<file path="config.mk">
export PLATFORM = sky130hd
export DESIGN_NAME = tick_clock_time_of_day_sync
export DESIGN_NICKNAME = d
export VERILOG_FILES = /design/src/hw/rtl/tcts_pkg.sv /design/src/hw/rtl/tick_clock_time_of_day_sync.sv /design/src/hw/rtl/tcts_div.sv
export SDC_FILE = /design/constraint.sdc
export NUM_CORES = 1
export LEC_CHECK = 0
export BUFFER_PORTS_ARGS = -buffer_cell sky130_fd_sc_hd__clkbuf_2
export CAP_MARGIN = 20
export CORE_MARGIN = 2
export CORE_UTILIZATION = 40
export DETAILED_ROUTE_END_ITERATION = 10
export SETUP_SLACK_MARGIN = 0.15
export SYNTH_ARGS = -nofsm -noshare
export SYNTH_HDL_FRONTEND = slang
export SYNTH_SLANG_ARGS = --single-unit
</file>
<file path="constraint.sdc">
create_clock -name clk -period 6 [get_ports clk]
set_input_delay 1.2 -clock clk [delete_from_list [all_inputs] [get_ports clk]]
set_output_delay 1.2 -clock clk [all_outputs]
set_load 0.05 [all_outputs]
</file>
<file path="src/hw/rtl/tcts_pkg.sv">
`timescale 1ns / 1ps
`default_nettype none

package tcts_pkg;

  localparam int unsigned DIVD_W = 36;
  localparam int unsigned DIVS_W = 16;
  localparam int unsigned STEP_W = 6;

  localparam logic [STEP_W-1:0] STEPS_SECONDS = 6'd32;
  localparam logic [STEP_W-1:0] STEPS_MICROS  = 6'd36;

  localparam logic [31:0] DRIFT_LIMIT_SECONDS = 32'd10;
  localparam logic [19:0] MICROS_PER_SECOND   = 20'd1000000;

  localparam logic [15:0] TPS_RESET   = 16'd100;
  localparam logic [31:0] EPOCH_RESET = 32'd2082844800;

  // Register word index, taken from paddr[2]
  localparam logic REG_TICKS_PER_SECOND = 1'b0;
  localparam logic REG_EPOCH_OFFSET     = 1'b1;

  typedef enum logic [2:0] {
    ST_IDLE,
    ST_DIV_SEC,
    ST_DIFF,
    ST_CHECK,
    ST_MUL,
    ST_DIV_USEC,
    ST_DONE
  } state_t;

  typedef struct packed {
    logic              start;
    logic [STEP_W-1:0] steps;
  } div_cmd_t;

  typedef struct packed {
    logic              done;
    logic [DIVD_W-1:0] quotient;
    logic [DIVS_W-1:0] remainder;
  } div_sts_t;

endpackage

`default_nettype wire

</file>
<file path="src/hw/rtl/tick_clock_time_of_day_sync.sv">
`timescale 1ns / 1ps
`default_nettype none

// Channel   | Handshake                  | Payload
// ----------+----------------------------+------------------------------------------
// in        | in_valid / in_ready        | in_rtc_seconds[31:0], in_tick_count[31:0]
// out       | out_valid / out_ready      | out_unix_seconds[31:0],
//           |                            | out_microseconds[19:0], out_resynced
// cfg (APB) | psel, penable, pwrite,     | paddr[2:0], pwdata[31:0] / prdata[31:0]
//           | pready (tied high)         |
//
// A request goes from acceptance to the result register through two
// passes of the shared bit-serial divider (32 steps for whole seconds, 36
// for microseconds) and the DIFF, CHECK, MUL, DONE states. in_ready is high
// only in idle, so a new request starts after the previous result is loaded.
// A result waiting on out_ready holds the sequencer in its last state only if
// the output register is still full; otherwise it frees the block at once.
// rst_n is synchronous: it clears the offset to zero and restores the
// register defaults (100 ticks/s, 2082844800 s epoch offset).
module tick_clock_time_of_day_sync
  import tcts_pkg::*;
(
  input  wire logic        clk,
  input  wire logic        rst_n,
  // request channel
  input  wire logic        in_valid,
  output      logic        in_ready,
  input  wire logic [31:0] in_rtc_seconds,
  input  wire logic [31:0] in_tick_count,
  // result channel
  output      logic        out_valid,
  input  wire logic        out_ready,
  output      logic [31:0] out_unix_seconds,
  output      logic [19:0] out_microseconds,
  output      logic        out_resynced,
  // configuration port
  input  wire logic        psel,
  input  wire logic        penable,
  input  wire logic        pwrite,
  input  wire logic [2:0]  paddr,
  input  wire logic [31:0] pwdata,
  output      logic [31:0] prdata,
  output      logic        pready
);

  state_t state_r, state_nxt;

  // configuration
  logic [15:0] tps_r;
  logic [31:0] epoch_r;
  logic        cfg_wr;

  // persistent state
  logic [31:0] offset_r;

  // per-request working registers
  logic [31:0] rtc_r;
  logic [15:0] rate_r;
  logic [31:0] whole_r;
  logic [15:0] left_r;
  logic [31:0] estimate_r;
  logic [31:0] diff_r;
  logic [31:0] unix_r;
  logic        resync_r;

  // output register
  logic        out_valid_r;
  logic [31:0] out_unix_r;
  logic [19:0] out_usec_r;
  logic        out_resync_r;
  logic        out_load;

  // shared divider
  div_cmd_t          div_cmd;
  div_sts_t          div_sts;
  logic [DIVD_W-1:0] div_dividend;
  logic [15:0]       rate_in;
  logic [DIVS_W-1:0] div_divisor;
  logic [DIVD_W-1:0] micro_prod;

  logic [31:0] mag;
  logic        drift;

  // ---------------------------------------------------------------------
  // Configuration registers: write on the APB access phase
  // ---------------------------------------------------------------------
  assign pready = 1'b1;
  assign cfg_wr = psel & penable & pwrite & pready;

  always_ff @(posedge clk) begin
    if (!rst_n) begin
      tps_r   <= TPS_RESET;
      epoch_r <= EPOCH_RESET;
    end else if (cfg_wr) begin
      unique case (paddr[2])
        REG_TICKS_PER_SECOND: tps_r   <= pwdata[15:0];
        REG_EPOCH_OFFSET:     epoch_r <= pwdata;
        default:              ;
      endcase
    end
  end

  always_comb begin
    unique case (paddr[2])
      REG_TICKS_PER_SECOND: prdata = {16'd0, tps_r};
      REG_EPOCH_OFFSET:     prdata = epoch_r;
      default:              prdata = '0;
    endcase
  end

  // ---------------------------------------------------------------------
  // Sequencer: next state
  // ---------------------------------------------------------------------
  always_comb begin
    state_nxt = state_r;
    unique case (state_r)
      ST_IDLE:     if (in_valid) state_nxt = ST_DIV_SEC;
      ST_DIV_SEC:  if (div_sts.done) state_nxt = ST_DIFF;
      ST_DIFF:     state_nxt = ST_CHECK;
      ST_CHECK:    state_nxt = ST_MUL;
      ST_MUL:      state_nxt = ST_DIV_USEC;
      ST_DIV_USEC: if (div_sts.done) state_nxt = ST_DONE;
      ST_DONE:     if (!out_valid_r || out_ready) state_nxt = ST_IDLE;
      default:     state_nxt = ST_IDLE;
    endcase
  end

  always_ff @(posedge clk) begin
    if (!rst_n) begin
      state_r <= ST_IDLE;
    end else begin
      state_r <= state_nxt;
    end
  end

  // ---------------------------------------------------------------------
  // Sequencer: outputs
  // ---------------------------------------------------------------------
  // A zero tick rate counts as one tick per second.
  assign rate_in    = (tps_r == 16'd0) ? 16'd1 : tps_r;
  // leftover ticks scaled to microseconds; registered inside the divider
  assign micro_prod = {20'd0, left_r} * DIVD_W'(MICROS_PER_SECOND);

  always_comb begin
    in_ready      = 1'b0;
    div_cmd.start = 1'b0;
    div_cmd.steps = STEPS_SECONDS;
    div_dividend  = {in_tick_count, 4'd0};
    div_divisor   = rate_in;
    out_load      = 1'b0;
    unique case (state_r)
      ST_IDLE: begin
        in_ready      = 1'b1;
        div_cmd.start = in_valid;
      end
      ST_MUL: begin
        div_cmd.start = 1'b1;
        div_cmd.steps = STEPS_MICROS;
        div_dividend  = micro_prod;
        div_divisor   = rate_r;
      end
      ST_DONE: begin
        out_load = !out_valid_r || out_ready;
      end
      default: ;
    endcase
  end

  tcts_div u_div (
    .clk      (clk),
    .rst_n    (rst_n),
    .cmd      (div_cmd),
    .dividend (div_dividend),
    .divisor  (div_divisor),
    .sts      (div_sts)
  );

  // ---------------------------------------------------------------------
  // Datapath
  // ---------------------------------------------------------------------
  // Drift magnitude: the most negative difference still reads as 2^31.
  assign mag   = diff_r[31] ? (32'd0 - diff_r) : diff_r;
  assign drift = (mag > DRIFT_LIMIT_SECONDS);

  always_ff @(posedge clk) begin
    unique case (state_r)
      ST_IDLE: begin
        rtc_r  <= in_rtc_seconds;
        rate_r <= rate_in;
      end
      ST_DIV_SEC: begin
        whole_r    <= div_sts.quotient[31:0];
        left_r     <= div_sts.remainder;
        estimate_r <= div_sts.quotient[31:0] + offset_r;
      end
      ST_DIFF: begin
        diff_r <= rtc_r - estimate_r;
      end
      ST_CHECK: begin
        resync_r <= drift;
        if (drift) begin
          // snap the estimate to the clock reading and drop the fraction
          estimate_r <= rtc_r;
          left_r     <= 16'd0;
        end
      end
      ST_MUL: begin
        unix_r <= estimate_r - epoch_r;
      end
      default: ;
    endcase
  end

  // Re-synchronize the stored offset on excessive drift.
  always_ff @(posedge clk) begin
    if (!rst_n) begin
      offset_r <= 32'd0;
    end else if (state_r == ST_CHECK && drift) begin
      offset_r <= rtc_r - whole_r;
    end
  end

  // ---------------------------------------------------------------------
  // Output register
  // ---------------------------------------------------------------------
  always_ff @(posedge clk) begin
    if (!rst_n) begin
      out_valid_r <= 1'b0;
    end else if (out_load) begin
      out_valid_r <= 1'b1;
    end else if (out_ready) begin
      out_valid_r <= 1'b0;
    end
  end

  always_ff @(posedge clk) begin
    if (out_load) begin
      out_unix_r   <= unix_r;
      out_usec_r   <= div_sts.quotient[19:0];
      out_resync_r <= resync_r;
    end
  end

  // The microsecond quotient stays in the divider until the next start,
  // which cannot come before the result register is loaded.
  assign out_valid        = out_valid_r;
  assign out_unix_seconds = out_unix_r;
  assign out_microseconds = out_usec_r;
  assign out_resynced     = out_resync_r;

endmodule

`default_nettype wire

</file>
<file path="src/hw/rtl/tcts_div.sv">
`timescale 1ns / 1ps
`default_nettype none

// Restoring divider, one quotient bit per cycle. The dividend is aligned to
// the MSB; after N steps the quotient sits in the low N bits.
module tcts_div
  import tcts_pkg::*;
(
  input  wire logic              clk,
  input  wire logic              rst_n,
  input  wire div_cmd_t          cmd,
  input  wire logic [DIVD_W-1:0] dividend,
  input  wire logic [DIVS_W-1:0] divisor,
  output      div_sts_t          sts
);

  logic [DIVD_W-1:0] q_r;
  logic [DIVS_W-1:0] rem_r;
  logic [DIVS_W-1:0] dvs_r;
  logic [STEP_W-1:0] cnt_r;
  logic              busy_r;
  logic              done_r;

  logic [DIVS_W:0]   rem_sh;
  logic              ge;
  logic [DIVS_W:0]   rem_sub;

  always_comb begin
    rem_sh  = {rem_r, q_r[DIVD_W-1]};
    ge      = (rem_sh >= {1'b0, dvs_r});
    rem_sub = rem_sh - {1'b0, dvs_r};
  end

  always_ff @(posedge clk) begin
    if (!rst_n) begin
      busy_r <= 1'b0;
      done_r <= 1'b0;
      cnt_r  <= '0;
    end else begin
      done_r <= 1'b0;
      if (cmd.start) begin
        busy_r <= 1'b1;
        cnt_r  <= cmd.steps;
      end else if (busy_r) begin
        cnt_r <= cnt_r - 1'b1;
        if (cnt_r == STEP_W'(1)) begin
          busy_r <= 1'b0;
          done_r <= 1'b1;
        end
      end
    end
  end

  always_ff @(posedge clk) begin
    if (cmd.start) begin
      q_r   <= dividend;
      rem_r <= '0;
      dvs_r <= divisor;
    end else if (busy_r) begin
      q_r   <= {q_r[DIVD_W-2:0], ge};
      rem_r <= ge ? rem_sub[DIVS_W-1:0] : rem_sh[DIVS_W-1:0];
    end
  end

  assign sts.done      = done_r;
  assign sts.quotient  = q_r;
  assign sts.remainder = rem_r;

endmodule

`default_nettype wire

</file>
==> impl_metrics.py, run 1 <==
metrics = {
    "placement": {
        "place.gp.congestion": 0.941,
        "numPortBuffers": 190,
        "dp_hpwl_mm": 54.7,
        "place_ws_ns": 0.179,
        "post_dp_cell_area_um2": 28000,
    },
    "setup_path": {
        "cp_top_family": "adder cells",
        "worst-path-max-fanout": 5,
        "cpMaxStageDelayCell": "fa_1",
        "required_ns": 6.35,
        "start_kind": "flop",
        "path_cells": "inv_2 > fa_1 > inv_1 > fa_1 > fa_1 > fa_1 > ha_1 > inv_1 > fa_1 > inv_1 > ha_2 > nand2_1 > nor2_1 > nand4_1 > a31o_2 > o31ai_2 > a21o_1 > a21oi_1 > xnor2_1 > a21o_1",
        "path_common_cell": "fa_1",
        "critPathKind": "flop to flop",
        "r2r_start": "left_r[4]",
        "arrival_ns": 5.96,
        "critPathBufInv": 4,
        "end_kind": "flop",
        "cpPeakStageDelay_ns": 0.58,
        "setup.worst_path.start": "left_r[4]",
    },
    "yosys": {
        "yosysWarnings": 0,
        "synthCells": 2586,
        "synth.net_count": 3001,
        "syn-cell-area_um2": 26100,
        "seq_area_frac_synth_pct": 42.6,
        "synth_flop_cell": "edfxtp_1",
        "ys_top_cells_by_count": "edfxtp_1, inv_1, nand2_1",
        "yosysMostFrequentCell": "edfxtp_1",
        "synth_cell_types": 78,
        "synth_top_area_cell": "edfxtp_1",
        "yosys_register_bits": 406,
        "syn_area_per_cell_um2": 10.1,
        "synth_top_area_share_pct": 34.3,
        "synth_edf_count": 298,
        "synth_area_leaders": "edfxtp_1, ha_1, dfxtp_1",
        "synth-async-reset-ratio_pct": 0,
    },
    "route": {
        "drc_errors": 0,
        "wl_per_cell_um": 19.1,
        "antenna_left": 0,
        "drt-initial-drc-count": 1100,
        "viasPerCell": 5.28,
        "wl_mm": 70.0,
        "vias": 19400,
        "firstDrtPassIters": 6,
    },
    "cts": {
        "clkTransAtPathRegs_ns": 0.06,
        "cts_root_buf": "clkbuf_16",
        "clock_latency_ns": 0.61,
        "cts.sinks": 406,
        "cts_made_buffers": 47,
        "cts_htree_levels": 2,
        "cts_hold_buf": 0,
        "clock_tree.buffer_depth": 3,
        "cts_tree": "built",
    },
    "sta": {
        "rsz0062_at_grt": "false",
        "clock_skew_ns": 0.0456,
        "worst_pin_slew_ns": 0.892,
        "setup_viol_count_final": 0,
        "hold_viol": 0,
        "timing.final.crit_share_pct": 93.5,
        "timing.final.crit_period_ns": 5.61,
        "slew_violations": 0,
        "fmax_mhz": 178,
        "slew_headroom_pct": 40.5,
        "setup_tns_ns": 0,
        "fin_ws_ns": 0.387,
    },
    "layout": {
        "design_area_um2": 29800,
        "drive_above_1_share_pct": 12.8,
        "num-fill-cells": 6050,
        "seq_area_um2": 11100,
        "multi_input_area_um2": 13700,
        "nNetsFinal": 3195,
        "area_growth_pct": 14.3,
        "diodes": 0,
    },
    "power_and_ir_drop": {
        "power_frac_comb_pct": 46.6,
        "pwr-share-clk_pct": 25.0,
        "p_int_uw": 7520,
        "ir_worst_vdd_uv": 441,
        "sequentialPowerShare_pct": 28.4,
        "swShare_pct": 37.9,
        "p_total_uw": 12100,
        "power_density_nw_per_um2": 406,
        "power.switching_uw": 4580,
        "power.static_leakage_uw": 0.0128,
    },
    "global_route": {
        "grtUsageTotal_pct": 20.7,
        "grt_antenna_before_repair": 1,
        "gr-total-overflow": 0,
        "grt_pass1_vias": 19400,
        "grt_max_degree": 53,
        "grt_pass1_wl_mm": 108,
    },
    "die": {
        "die_w_um": 259,
        "ios": 194,
        "core-area_um2": 64500,
        "rows": 93,
        "die_area_um2": 67200,
        "dieHeight_um": 259,
        "initial_core_util_pct": 40.4,
    },
    "min_path": {
        "hold_path_class": "flop to flop",
        "min-delay-start": "unix_r[24]",
    },
    "outcome": {
        "status": "finished, final reports clean",
    },
    "flow_run": {
        "cap_violations": 0,
    },
}
==> worst reg2reg max path, stage by stage (launching register included) <==
cell	delay, ns
edfxtp_1	0.48
inv_2	0.12
fa_1	0.49
inv_1	0.06
fa_1	0.50
fa_1	0.58
fa_1	0.43
ha_1	0.30
inv_1	0.05
fa_1	0.49
inv_1	0.04
ha_2	0.36
nand2_1	0.06
nor2_1	0.10
nand4_1	0.16
a31o_2	0.30
o31ai_2	0.28
a21o_1	0.16
a21oi_1	0.07
xnor2_1	0.14
a21o_1	0.18
==> power by group through the flow <==
stage	clock network (µW)	registers, µW	logic [µW]
3_5_place_dp	0	3500	5440
3_3_place_gp	0	3490	5400
4_1_cts	3100	3440	5500
5_1_grt	3190	3450	6430
6_report	3020	3440	5640
2_1_floorplan	0	3390	4260
==> placed cells by master, fill, tap and decap left out, types with 35 or more instances in the layout <==
master | Yosys | routed
ha_1 | 249 | 247
buf_4 | 1 | 35
mux2i_1 | 64 | 64
nand2_1 | 257 | 257
a21oi_1 | 156 | 156
edfxtp_1 | 298 | 298
clkbuf_2 | 0 | 190
nor2b_1 | 51 | 51
inv_1 | 258 | 256
clkbuf_16 | 0 | 48
nor2_1 | 181 | 179
o21ai_0 | 110 | 106
xnor2_1 | 96 | 96
a21boi_0 | 45 | 45
fa_1 | 60 | 60
dfxtp_1 | 108 | 108
xor2_1 | 51 | 51
a21o_1 | 71 | 71
nor3_1 | 47 | 44
==> registers in the layout, summed over array words and instances, names as in the netlist, 20 cells and up <==
name / flops
epoch_r: 32
offset_r: 32
whole_r: 32
estimate_r: 32
unix_r: 32
rtc_r: 32
diff_r: 32
out_unix_seconds: 32
u_div.q_r: 36
out_microseconds: 20
==> metrics by stage <==
stage / util, % / instances / hold WS (ns)
4_1_cts: 45.9 / 3661 / 0.419
5_1_grt: 46.2 / 3673 / 0.427
3_5_place_dp: 43.4 / 3574 / 0.405
3_3_place_gp: 43.4 / 3574 / 0.404
2_1_floorplan: - / 2586 / 0.400
6_report: 46.2 / 3673 / 0.418
==> final cells by class <==
class / instances / share of cell area (%)
multi-input cells: 1836 / 46.0
flip-flops and latches: 406 / 37.3
clock buffers: 66 / 4.53
well taps: 855 / 3.59
clock inverters: 21 / 1.01
repair buffers: 228 / 4.26
inverters: 261 / 3.29
==> repair_timing <==
action	in CTS	in global routing
endpoints found under the setup margin	1	9
pin swaps	0	2
buffers inserted	0	8
resized for setup	1	14
gates cloned	0	0
==> worst paths after layout <==
check / end / slack [ns] / depth (start not counted)
min: out_unix_seconds[24] / 0.42 / 0
min reg2reg: out_unix_seconds[24] / 0.42 / 0
max reg2reg: u_div.q_r[29] / 0.39 / 20
max: u_div.q_r[29] / 0.39 / 20
==> cell families after synthesis <==
group           synth area share, %
fa+ha+maj                      16.6
buf+inv                        5.09
mux                            3.24
flops                          42.6
other cells                  0.0144
simple gates                   12.9
compound gates                 14.6
xor+xnor                       4.94
==> per-layer routing <==
metal | global-route usage [%] | part of all wire [%] | vias up | routed length, µm
met2 | 36.1 | 49 | 386 | 34200
li1 | - | - | 9546 | -
met5 | 0 | 0 | - | 0
met4 | 6.70 | 2.8 | 0 | 1980
met1 | 27.0 | 44 | 9346 | 31100
met3 | 2.27 | 3.9 | 108 | 2750
(Power assumes the default switching activity.)
==> run 2, diff against run 1 <==
Settings changed: BUFFER_PORTS_ARGS -buffer_cell sky130_fd_sc_hd__clkbuf_2 to -buffer_cell sky130_fd_sc_hd__buf_4.
==> impl_metrics.py, run 2 (same netlist as run 1, synthesis figures left out) <==
metrics = {
    "min_path": {
        "min-delay-start": "unix_r[21]",
        "min_to": "out_unix_seconds[21]",
        "hold_depth": 0,
        "hold_path_class": "flop to flop",
    },
    "power_and_ir_drop": {
        "p_total_uw": 12300,
        "ir_worst_vdd_uv": 487,
        "power.static_leakage_uw": 0.0130,
        "power_density_nw_per_um2": 406,
    },
    "outcome": {
        "status": "finished, final reports clean",
    },
    "global_route": {
        "grtUsageTotal_pct": 20.8,
        "grt_antenna_before_repair": 0,
        "gr-total-overflow": 0,
        "grt_max_degree": 55,
        "grt_pass1_wl_mm": 109,
        "grt_pass1_vias": 19500,
    },
    "die": {
        "core-area_um2": 64500,
        "rows": 93,
        "initial_core_util_pct": 40.4,
        "ios": 194,
        "die_area_um2": 67200,
        "die_w_um": 259,
        "dieHeight_um": 259,
    },
    "setup_path": {
        "end_kind": "flop",
        "required_ns": 6.33,
        "path_cells": "inv_1 > fa_1 > inv_1 > fa_1 > fa_1 > fa_1 > ha_1 > inv_1 > fa_1 > inv_1 > ha_1 > a21o_1 > a21o_1 > nor4_2 > a31o_4 > o21ai_2 > a211o_1 > a21oi_2 > xnor2_1 > o21ai_0",
        "cpPeakStageDelay_ns": 0.58,
        "arrival_ns": 5.99,
        "critPathBufInv": 4,
        "start_kind": "flop",
        "worst-path-max-fanout": 4,
        "r2r_start": "left_r[2]",
        "cp_top_family": "adder cells",
        "path_common_cell": "fa_1",
        "reg2reg_slack_ns": 0.34,
        "cpMaxStageDelayCell": "fa_1",
        "worstReg2RegEnd": "u_div.q_r[35]",
        "critPathKind": "flop to flop",
        "rr_worst_depth": 20,
    },
    "route": {
        "drt-initial-drc-count": 1165,
        "drc_errors": 0,
        "wl_per_cell_um": 19.1,
        "viasPerCell": 5.30,
        "wl_mm": 70.2,
        "firstDrtPassIters": 7,
        "antenna_left": 0,
        "vias": 19500,
    },
    "placement": {
        "dp.cells": 3577,
        "place.gp.congestion": 0.959,
        "dp_hpwl_mm": 54.9,
        "numPortBuffers": 190,
    },
    "layout": {
        "drive_above_1_share_pct": 13.1,
        "nNetsFinal": 3200,
        "layout_common_cells": "edfxtp_1, nand2_1, inv_1",
        "final_cell_count_no_fill": 3679,
        "diodes": 0,
        "final_common_cell": "edfxtp_1",
        "num-fill-cells": 6063,
        "largest-register": "u_div.q_r",
        "largest_register_ffs": 36,
        "post-route-util_pct": 47.0,
        "area_growth_pct": 16.3,
    },
    "sta": {
        "setup_tns_ns": 0,
        "clock_skew_ns": 0.0219,
        "timing.final.crit_share_pct": 94.3,
        "rsz0062_at_grt": "false",
        "worst_pin_slew_ns": 0.899,
        "slew_violations": 0,
        "fmax_mhz": 177,
        "setup_viol_count_final": 0,
        "timing.final.crit_period_ns": 5.66,
        "hold_viol": 0,
        "slew_headroom_pct": 40.0,
    },
    "flow_run": {
        "cap_violations": 0,
    },
    "cts": {
        "cts.sinks": 406,
        "cts_htree_levels": 2,
        "cts_tree": "built",
        "cts_root_buf": "clkbuf_16",
        "clock_tree.buffer_depth": 3,
        "cts_made_buffers": 47,
        "clkTransAtPathRegs_ns": 0.06,
        "clock_latency_ns": 0.60,
    },
}
## run 2: cell types whose count changed in the layout (fill, tap and decap cells not counted), sizes merged
cell	before	now
buf	38	233
clkinv	14	16
clkbuf	256	57
clkinvlp	3	10
inv	260	261
## run 2: final cells by class
cell class / count / area, µm² / area share [%]
clock buffer: 57 / 1270 / 4.21
clock inverter: 31 / 353 / 1.16
inverter: 261 / 985 / 3.25
multi-input combinational: 1836 / 13700 / 45.3
sequential: 406 / 11100 / 36.7
tap: 855 / 1070 / 3.53
timing repair buffer: 233 / 1790 / 5.90
## run 2: how the worst max path moves through the flow
stage	start	end	slack (ns)	cells after the start
2_1_floorplan	left_r[0]	u_div.q_r[28]	0.46	18
3_3_place_gp	left_r[2]	u_div.q_r[28]	0.16	18
3_5_place_dp	left_r[2]	u_div.q_r[28]	0.13	18
4_1_cts	left_r[1]	u_div.q_r[28]	0.21	18
5_1_grt	left_r[2]	u_div.q_r[35]	0.05	20
6_report	left_r[2]	u_div.q_r[35]	0.34	20
## run 2: what timing repair did
item / in CTS / in global routing
pin swaps: 0 / 2
hold endpoints to repair: 0 / 0
endpoints found under the setup margin: 1 / 9
cloned: 0 / 0
hold buffers: 0 / 0
resized for setup: 1 / 19
buffers inserted: 2 / 9
## run 2: layer usage
layer	vias up	GRT usage, %	share of wire, %
li1	9566	-	-
met1	9331	27.0	44
met2	475	36.0	48
met3	116	2.69	4.3
met4	0	6.91	3.4
met5	-	0	0
## run 2: metrics by stage
step,area (µm²),worst slack [ns],hold WS [ns]
floorplan,26100,0.457,0.400
global placement,28500,0.157,0.403
detailed placement,28500,0.134,0.405
CTS,30100,0.213,0.414
global route,30300,0.0482,0.422
finish,30300,0.341,0.412
## run 2: power breakdown
part	switching [µW]	total, µW	internal (µW)
Combinational	3290	5880	2590
Clock	1250	3000	1750
Sequential	191	3430	3240
## run 2: worst register-to-register path, cell delays in order (launching register included)
cell      delay, ns
edfxtp_1       0.45
inv_1          0.13
fa_1           0.52
inv_1          0.06
fa_1           0.50
fa_1           0.58
fa_1           0.42
ha_1           0.29
inv_1          0.05
fa_1           0.50
inv_1          0.04
ha_1           0.33
a21o_1         0.20
a21o_1         0.19
nor4_2         0.19
a31o_4         0.24
o21ai_2        0.09
a211o_1        0.27
a21oi_2        0.14
xnor2_1        0.12
o21ai_0        0.08
==> run 3, diff against run 2 <==
Settings changed: CORE_UTILIZATION 40 to 62, GPL_TIMING_DRIVEN from default to 0, PLACE_DENSITY from default to 0.82, REMOVE_ABC_BUFFERS from default to 1.
==> impl_metrics.py, run 3 (same netlist as run 1, synthesis figures left out) <==
metrics = {
    "outcome": {
        "status": "finished, final reports clean",
    },
    "placement": {
        "numPortBuffers": 190,
        "place_ws_ns": -0.321,
        "dp_hpwl_mm": 51.2,
        "place.gp.congestion": 0.966,
        "dp.cells": 3249,
    },
    "route": {
        "firstDrtPassIters": 5,
        "wl_mm": 67.8,
        "drc_errors": 0,
        "wl_per_cell_um": 20.2,
        "drt-initial-drc-count": 1555,
        "viasPerCell": 6.01,
        "vias": 20100,
        "antenna_left": 0,
    },
    "global_route": {
        "grt_pass1_wl_mm": 105,
        "gr-total-overflow": 0,
        "grt_antenna_before_repair": 1,
        "grtUsageTotal_pct": 30.6,
        "busiest_layer": "met2",
        "met1_usage_pct": 38.6,
        "grt_max_degree": 92,
        "grt_pass1_vias": 19900,
        "met3_usage_pct": 3.52,
        "use_met2_pct": 54.1,
    },
    "setup_path": {
        "end_kind": "flop",
        "r2r_start": "left_r[2]",
        "start_kind": "flop",
        "rr_worst_depth": 23,
        "required_ns": 6.34,
        "reg2reg_slack_ns": 0.35,
        "worst-path-max-fanout": 4,
        "worstReg2RegEnd": "u_div.q_r[28]",
        "arrival_ns": 5.99,
        "critPathKind": "flop to flop",
    },
    "power_and_ir_drop": {
        "p_total_uw": 12100,
        "power_density_nw_per_um2": 404,
        "power.static_leakage_uw": 0.0129,
        "power_frac_comb_pct": 48.8,
        "p_int_uw": 7340,
        "sequentialPowerShare_pct": 28.5,
        "swShare_pct": 39.1,
        "ir_worst_vdd_uv": 539,
        "pwr-share-clk_pct": 22.7,
        "power.switching_uw": 4710,
    },
    "cts": {
        "cts_tree": "built",
        "clock_tree.buffer_depth": 3,
        "clkTransAtPathRegs_ns": 0.06,
        "clock_latency_ns": 0.60,
        "cts_root_buf": "clkbuf_16",
        "cts.sinks": 406,
        "cts_made_buffers": 44,
        "cts_hold_buf": 0,
        "cts_htree_levels": 2,
    },
    "sta": {
        "fmax_mhz": 177,
        "rsz0062_at_grt": "true",
        "setup_viol_count_final": 0,
        "slew_headroom_pct": 29.8,
        "slew_violations": 0,
        "worst_pin_slew_ns": 1.05,
        "fin_ws_ns": 0.354,
        "timing.final.crit_period_ns": 5.65,
        "clock_skew_ns": 0.0273,
        "timing.final.crit_share_pct": 94.1,
        "hold_viol": 0,
    },
    "die": {
        "die_area_um2": 43700,
        "die_w_um": 209,
        "dieHeight_um": 209,
        "ios": 194,
        "rows": 75,
        "initial_core_util_pct": 62.5,
        "core-area_um2": 41700,
    },
    "layout": {
        "area_growth_pct": 14.6,
        "final_common_cell": "edfxtp_1",
        "final_cell_count_no_fill": 3351,
        "largest_register_ffs": 36,
        "nNetsFinal": 3192,
        "drive_above_1_share_pct": 13.0,
        "largest-register": "u_div.q_r",
        "post-route-util_pct": 71.6,
        "num-fill-cells": 2971,
        "layout_common_cells": "edfxtp_1, nand2_1, inv_1",
        "diodes": 0,
    },
    "flow_run": {
        "cap_violations": 0,
    },
    "min_path": {
        "hold_path_class": "flop to flop",
        "hold_depth": 0,
        "min_to": "out_unix_seconds[11]",
        "min-delay-start": "unix_r[11]",
    },
}
[run 3: worst max-delay path by stage]
stage	startpoint	to	slack (ns)	cells past startpoint
floorplan	in_valid	u_div.dvs_r[0]	-0.24	4
global placement	in_valid	u_div.dvs_r[7]	-2.86	5
detailed placement	left_r[2]	u_div.q_r[35]	-0.32	20
CTS	left_r[1]	u_div.q_r[35]	0.12	20
global route	left_r[1]	u_div.q_r[35]	0.13	20
finish	left_r[2]	u_div.q_r[28]	0.35	23
[run 3: power groups by stage]
stage	Sequential [µW]	Clock (µW)	Combinational, µW
after floorplan	3390	0	4240
after global placement	3490	0	5180
after detailed placement	3490	0	5370
after CTS	3430	2770	5550
after global routing	3440	2870	6590
final	3430	2740	5880
[run 3: worst max-delay path: stages (launching register included)]
cell      delay (ns)
edfxtp_1        0.45
buf_4           0.19
buf_4           0.16
ha_1            0.30
ha_1            0.28
inv_1           0.05
fa_1            0.49
fa_1            0.51
inv_1           0.04
ha_1            0.26
inv_1           0.05
fa_1            0.51
inv_1           0.04
ha_1            0.34
a21o_1          0.24
a21oi_2         0.18
nor3b_2         0.20
o21ai_2         0.10
nand2_1         0.12
o21ai_4         0.09
o21ai_2         0.17
a211oi_2        0.09
or3_1           0.30
a31o_2          0.24
[run 3: routing by layer]
metal	share of wire, %	vias to the layer above	wire length (µm)
met5	0.019	-	13
met4	3.4	2	2300
met3	6.5	157	4410
met2	50	786	33600
met1	41	9624	27500
li1	-	9562	-
[run 3: metrics by stage]
stage	hold WS, ns	setup TNS (ns)	cell area [µm²]
2_1_floorplan	0.400	-5.12	25700
3_3_place_gp	0.401	-209.84	27800
3_5_place_dp	0.405	-0.635	28100
4_1_cts	0.415	0	29600
5_1_grt	0.428	0	29900
6_report	0.416	0	29900
[run 3: final cells by class]
type / instances / area [µm²] / share of cell area [%]
Inverter: 261 / 982 / 3.29
Sequential cell: 406 / 11100 / 37.2
Timing Repair Buffer: 228 / 1900 / 6.36
Tap cell: 539 / 674 / 2.26
Clock inverter: 26 / 268 / 0.897
Multi-Input combinational cell: 1836 / 13700 / 46.0
Clock buffer: 55 / 1180 / 3.96
[run 3: timing repair]
action / 4_1_cts / 5_1_grt
setup buffers: 6 / 9
setup endpoints to repair: 8 / 6
gates resized for setup: 7 / 21
pin swaps: 0 / 7
